### config.mk
export PLATFORM = sky130hd
export DESIGN_NAME = ivmm_mac
export DESIGN_NICKNAME = d
export VERILOG_FILES = /design/src/rtl/core/assert_macros.svh /design/src/rtl/core/ivmm_pkg.sv /design/src/rtl/core/ivmm_mac.sv
export SDC_FILE = /design/constraint.sdc
export NUM_CORES = 1
export LEC_CHECK = 0
export ABC_AREA = 1
export BUFFER_PORTS_ARGS = -buffer_cell sky130_fd_sc_hd__clkbuf_2
export CAP_MARGIN = 20
export CORE_MARGIN = 5
export CORE_UTILIZATION = 38
export DETAILED_ROUTE_END_ITERATION = 12
export PLACE_DENSITY = 0.6
export SYNTH_ARGS = -nofsm -noshare
export SYNTH_HDL_FRONTEND = slang
export SYNTH_SLANG_ARGS = --single-unit
### constraint.sdc
create_clock -name clk -period 6.7 [get_ports clk]
set_input_delay 0.335 -clock clk [delete_from_list [all_inputs] [get_ports clk]]
set_output_delay 0.335 -clock clk [all_outputs]
set_load 0.01 [all_outputs]
### src/rtl/core/assert_macros.svh
// ----------------------------------------------------------------------------
// assert_macros.svh
// Assertion macros for the int_vector_matrix_multiply RTL. Every check is
// clocked on clk and is disabled while rst_n is low.
// ----------------------------------------------------------------------------
`ifndef ASSERT_MACROS_SVH
`define ASSERT_MACROS_SVH

// The consequent must hold in the same cycle as the antecedent.
`define ASSERT_SAME(label, ante, cons) \
  label: assert property (@(posedge clk) disable iff (!rst_n) (ante) |-> (cons)) \
    else $error("assertion failed: same-cycle implication");

// The consequent must hold in the cycle after the antecedent.
`define ASSERT_NEXT(label, ante, cons) \
  label: assert property (@(posedge clk) disable iff (!rst_n) (ante) |=> (cons)) \
    else $error("assertion failed: next-cycle implication");

`endif

### src/rtl/core/ivmm_pkg.sv
// ----------------------------------------------------------------------------
// ivmm_pkg
// Types, codes and helper functions for the integer vector-matrix multiplier.
// ----------------------------------------------------------------------------
package ivmm_pkg;

  // Default sizes of the vector and matrix stores.
  localparam int ROWS_MAX_DEF = 64;
  localparam int COLS_MAX_DEF = 64;

  // Field widths.
  localparam int CMD_W   = 2;
  localparam int IDX_W   = 6;
  localparam int DATA_W  = 32;
  localparam int CNT_W   = 7;
  localparam int CFG_IDX_W = 1;

  // Reset value of both count registers.
  localparam logic [CNT_W-1:0] CNT_RESET = CNT_W'(64);

  // Item commands.
  typedef enum logic [CMD_W-1:0] {
    CMD_LOAD_VEC = 2'd0,
    CMD_LOAD_MAT = 2'd1,
    CMD_COMPUTE  = 2'd2,
    CMD_NONE     = 2'd3
  } cmd_t;

  // Configuration register indexes.
  typedef enum logic [CFG_IDX_W-1:0] {
    CFG_ROWS_USED = 1'b0,
    CFG_COLS_USED = 1'b1
  } cfg_idx_t;

  // Sequencer states.
  typedef enum logic [1:0] {
    ST_IDLE,
    ST_RUN,
    ST_DRAIN
  } state_t;

  // Input item.
  typedef struct packed {
    logic [CMD_W-1:0]         command;
    logic [IDX_W-1:0]         row_index;
    logic [IDX_W-1:0]         col_index;
    logic signed [DATA_W-1:0] value;
  } in_item_t;

  // Result item.
  typedef struct packed {
    logic [IDX_W-1:0]         column;
    logic signed [DATA_W-1:0] sum;
    logic                     last;
  } out_item_t;

  // Control that travels with each store read into the MAC unit.
  typedef struct packed {
    logic             valid;
    logic             first_row;
    logic             last_row;
    logic             last_col;
    logic [IDX_W-1:0] column;
  } mac_ctl_t;

  // Limit a count register to the range 1..top.
  function automatic logic [CNT_W-1:0] clamp_count(input logic [CNT_W-1:0] v, input int top);
    logic [CNT_W-1:0] res;
    res = v;
    if (v == '0) begin
      res = CNT_W'(1);
    end else if (int'(v) > top) begin
      res = CNT_W'(top);
    end
    return res;
  endfunction

endpackage

### src/rtl/core/ivmm_mac.sv
// ----------------------------------------------------------------------------
// ivmm_mac
// Shared multiply-accumulate unit. Takes one vector and one matrix element
// per cycle, multiplies them, and accumulates one column sum at a time.
// ----------------------------------------------------------------------------
module ivmm_mac (
  input  logic                                  clk,
  input  logic                                  rst_n,
  input  ivmm_pkg::mac_ctl_t                    ctl,
  input  logic [ivmm_pkg::DATA_W-1:0]           vec_data,
  input  logic [ivmm_pkg::DATA_W-1:0]           mat_data,
  output logic                                  out_strobe,
  output ivmm_pkg::out_item_t                   out_item
);
  import ivmm_pkg::*;

  mac_ctl_t          ctl1_r, ctl2_r;
  logic [DATA_W-1:0] prod_r, prod_nxt;
  logic [DATA_W-1:0] acc_r, acc_nxt;
  logic              strobe_r;
  out_item_t         item_r;

  // Control passes through ctl1_r and then ctl2_r, so that it lines up with the product register.
  always_ff @(posedge clk) begin
    if (!rst_n) begin
      ctl1_r <= '0;
      ctl2_r <= '0;
    end else begin
      ctl1_r <= ctl;
      ctl2_r <= ctl1_r;
    end
  end

  // Product keeps the low 32 bits, which is the same for signed operands.
  assign prod_nxt = vec_data * mat_data;

  always_ff @(posedge clk) begin
    prod_r <= prod_nxt;
  end

  // Accumulate; the first row of a column starts a fresh sum.
  assign acc_nxt = (ctl2_r.first_row ? '0 : acc_r) + prod_r;

  always_ff @(posedge clk) begin
    if (ctl2_r.valid) begin
      acc_r <= acc_nxt;
    end
  end

  // Result register: a column is done on its last row.
  always_ff @(posedge clk) begin
    if (!rst_n) begin
      strobe_r <= 1'b0;
    end else begin
      strobe_r <= ctl2_r.valid && ctl2_r.last_row;
    end
  end

  always_ff @(posedge clk) begin
    if (ctl2_r.valid && ctl2_r.last_row) begin
      item_r.column <= ctl2_r.column;
      item_r.sum    <= acc_nxt;
      item_r.last   <= ctl2_r.last_col;
    end
  end

  assign out_strobe = strobe_r;
  assign out_item   = item_r;

endmodule

==> results.md <==
* HPWL after DPL at 49500 um
* Wire length of the first global-routing pass at 95100 um
* Category of the worst setup path launch point: input pin
* Top area cells in the synthesized netlist: sky130_fd_sc_hd__fa_1, sky130_fd_sc_hd__inv_1, sky130_fd_sc_hd__nand2_1
* Nets at 3555
* Final cell area excluding filler cells at 24800 um^2
* Min Clock Period, post-route at 6.27 ns
* Share of the clock period used by the worst path after layout at 93.6%
* Number of hold violations in the final report at 0
* Remaining antenna violation count at 0
* GR Overflow Total at 0
* WP data required at 7.01 ns
* Critical Path Sink Type: flop
* Starting utilization of the core area at 38.4%
* Resized Gates After CTS at 0
* Count of synthesis-stage warnings from yosys at 0
* Die boundary height at 252 um
* I/O pin count at 116
* CTS max path bufs at 2
* Clk sinks at 124
* Post-detailed-placement cell area at 24200 um^2
* Total via count after detailed routing at 17004
* Max-slew violation count at 0
* Leading area contributor after synthesis: sky130_fd_sc_hd__fa_1
* Gate count of the mapped netlist at 2780
* Setup clock skew after layout at 0.00711 ns
* Die outline area at 63300 um^2
* Clock insertion delay at the later pin of the skew report at 0.42 ns
* Commonest cells in the netlist: sky130_fd_sc_hd__inv_1, sky130_fd_sc_hd__nand2_1, sky130_fd_sc_hd__fa_1
* R2r endpoint: out_item[27]
* Clock Root Buffer: sky130_fd_sc_hd__clkbuf_16
* Syn Std Cell Area at 22200 um^2
* Seq/Total Area, Yosys at 14.4%
* Post-CTS Setup Bufs at 0
* Hold Crit Class: in -> reg
* Flops & latches, synth at 124
* Most used flip-flop cell after synthesis: sky130_fd_sc_hd__edfxtp_1
* Antenna violations before repair at 0
* Avg Inst Size Synth at 7.98 um^2
* Number of standard-cell rows in the floorplan at 88
* Number of antenna cells inserted at 0
* Worst rel slew slack at 62.2%
* Total Routing Usage GR at 18.9%
* Worst-Margin Slew at 0.566 ns
* Register-to-register setup slack at 3.88 ns
* Clock slew at reported path FFs at 0.06 ns
* Vias in the first global route at 18012
* Clock tree from TritonCTS: built
* Chip width at 252 um
* Critical path origin: vec_data[14]
* Fillers at 5866
* Top cell type's share of synthesized area at 36.9%
* P&R area growth vs syn at 12.0%
* CTS buffer count at 17
* Fraction of layout instances using a drive strength above 1 at 10.1%
* Utilization after layout at 43.0%
* Highest net fanout along the worst path at 16
* Core region area at 57700 um^2
* Top achievable clock speed at 159 MHz
* Unique masters post-synth at 50
* Drt first pass iters at 5
* WL/cell at 15.8 um
* Result of the run: finished, final reports clean
* Number of buffers added on ports at 115
* WHS at 0.0989 ns
* Setup total negative slack at 0 ns
* Depth of the CTS H-tree at 4
* Data arrival time of the critical path at 6.57 ns
* Count of routing violations after the opening detailed-route iteration at 849
* Asr flop ratio synth at 0%
* Critical path type: in -> reg
* Total wirelength of the detailed-routed design at 58500 um
* Max_cap viols at 0
* Placer congestion estimate at 0.885
* RSZ-0062 raised after global routing: false
* Number of flops mapped to enable cells by yosys at 71
* Pin count of the biggest net entering global routing at 34
* Worst flop-to-flop path startpoint: ctl2_r[8]
* Most frequent cell after synthesis: sky130_fd_sc_hd__inv_1
* Vias/cell at 4.60
* Worst setup endpoint: prod_r[29]
* Synthesized netlist net count at 3419
* Hold-fix buffers, CTS at 0
* Number of setup violations in the final report at 0
* Number of cells traversed by the worst register-to-register path at 11
* Number of remaining DRC errors at 0
## placed cells by master, fill, tap and decap left out, types with 3 or more instances in the layout
cell type and count:
sky130_fd_sc_hd__edfxtp_1 71, sky130_fd_sc_hd__xnor2_1 20, sky130_fd_sc_hd__clkbuf_16 18, sky130_fd_sc_hd__o21ai_0 18, sky130_fd_sc_hd__buf_4 98, sky130_fd_sc_hd__nor3_2 3, sky130_fd_sc_hd__clkinvlp_4 4, sky130_fd_sc_hd__a21oi_1 45
sky130_fd_sc_hd__fa_1 409, sky130_fd_sc_hd__nand2_2 9, sky130_fd_sc_hd__nand2_1 782, sky130_fd_sc_hd__inv_1 818, sky130_fd_sc_hd__nor2_1 87, sky130_fd_sc_hd__dfxtp_1 53, sky130_fd_sc_hd__buf_12 11, sky130_fd_sc_hd__a21oi_2 4
sky130_fd_sc_hd__o21bai_1 8, sky130_fd_sc_hd__xor2_1 47, sky130_fd_sc_hd__bufinv_16 4, sky130_fd_sc_hd__inv_2 5, sky130_fd_sc_hd__o21ai_1 7, sky130_fd_sc_hd__a31oi_1 11, sky130_fd_sc_hd__nand3b_1 3, sky130_fd_sc_hd__nor3_1 8
sky130_fd_sc_hd__o21ai_2 3, sky130_fd_sc_hd__clkinv_4 3, sky130_fd_sc_hd__ha_1 154, sky130_fd_sc_hd__nand3_1 64, sky130_fd_sc_hd__clkbuf_2 115, sky130_fd_sc_hd__a21o_1 11, sky130_fd_sc_hd__nand4_1 4
## critical path: stages
cell	delay [ns]
sky130_fd_sc_hd__clkbuf_2	0.40
sky130_fd_sc_hd__nand2_1	0.14
sky130_fd_sc_hd__fa_1	0.52
sky130_fd_sc_hd__fa_1	0.52
sky130_fd_sc_hd__inv_1	0.05
sky130_fd_sc_hd__fa_1	0.49
sky130_fd_sc_hd__inv_1	0.05
sky130_fd_sc_hd__fa_1	0.48
sky130_fd_sc_hd__inv_1	0.05
sky130_fd_sc_hd__fa_1	0.48
sky130_fd_sc_hd__fa_1	0.57
sky130_fd_sc_hd__fa_1	0.43
sky130_fd_sc_hd__fa_1	0.46
sky130_fd_sc_hd__ha_1	0.35
sky130_fd_sc_hd__a21oi_1	0.22
sky130_fd_sc_hd__o21ai_0	0.13
sky130_fd_sc_hd__a21oi_1	0.26
sky130_fd_sc_hd__nand3_1	0.15
sky130_fd_sc_hd__nand3_1	0.09
sky130_fd_sc_hd__nand2_1	0.10
sky130_fd_sc_hd__nand2_1	0.08
sky130_fd_sc_hd__nand2_1	0.05
sky130_fd_sc_hd__xor2_1	0.14
## how the worst min path moves through the flow
stage / endpoint / depth (start not counted) / startpoint / slack, ns
after global placement: out_item[37] / 0 / ctl2_r[4] / 0.39
after global routing: ctl1_r[2] / 3 / ctl[2] / 0.08
after detailed placement: out_item[0] / 0 / ctl2_r[6] / 0.39
final: ctl1_r[2] / 3 / ctl[2] / 0.1
after CTS: ctl1_r[2] / 3 / ctl[2] / 0.08
after floorplan: out_item[0] / 0 / ctl2_r[6] / 0.39
## sequential cells by signal (all words and copies together), names as in the netlist
name / count
ctl1_r: 10
prod_r: 32
acc_r: 32
ctl2_r: 10
out_strobe: 1
out_item: 39
## stage by stage
step	cells	worst slack (ns)
final	3694	0.430
after global placement	3662	0.109
after floorplan	2780	0.373
after CTS	3694	0.445
after detailed placement	3662	0.00962
after global routing	3694	0.104
## kinds of logic (layout without fill, tap and decap cells)
| kind of cell | Yosys count | after routing | share of synthesized area, % |
|---|---|---|---|
| AOI/OAI and AO/OA | 128 | 128 | 3.93 |
| xor gates and xnor gates | 67 | 67 | 2.65 |
| adders and majority gates | 563 | 563 | 45.6 |
| buffers and inverters | 930 | 1079 | 16.1 |
| DFF | 124 | 124 | 14.4 |
| and+or+nand+nor | 968 | 968 | 17.3 |
## routing by layer
| metal | up-vias | wire, um | global-route usage (%) |
|---|---|---|---|
| met3 | 108 | 2710 | 1.91 |
| met5 | - | 0 | 0 |
| met1 | 8282 | 24100 | 24.1 |
| li1 | 8194 | - | - |
| met2 | 420 | 29700 | 33.9 |
| met4 | 0 | 1990 | 6.36 |
## final cells by class
| cell class | count | area, um^2 | area share [%] |
|---|---|---|---|
| inverter | 823 | 3090 | 12.4 |
| tap | 765 | 957 | 3.85 |
| timing repair buffer | 224 | 1530 | 6.17 |
| multi-input combinational | 1726 | 15400 | 62.0 |
| clock buffer | 20 | 468 | 1.88 |
| clock inverter | 12 | 185 | 0.746 |
| sequential | 124 | 3190 | 12.9 |
Power is left out: the tool's default activity adds up to more than one toggle a clock period on the data nets, which glitch-free logic cannot reach.
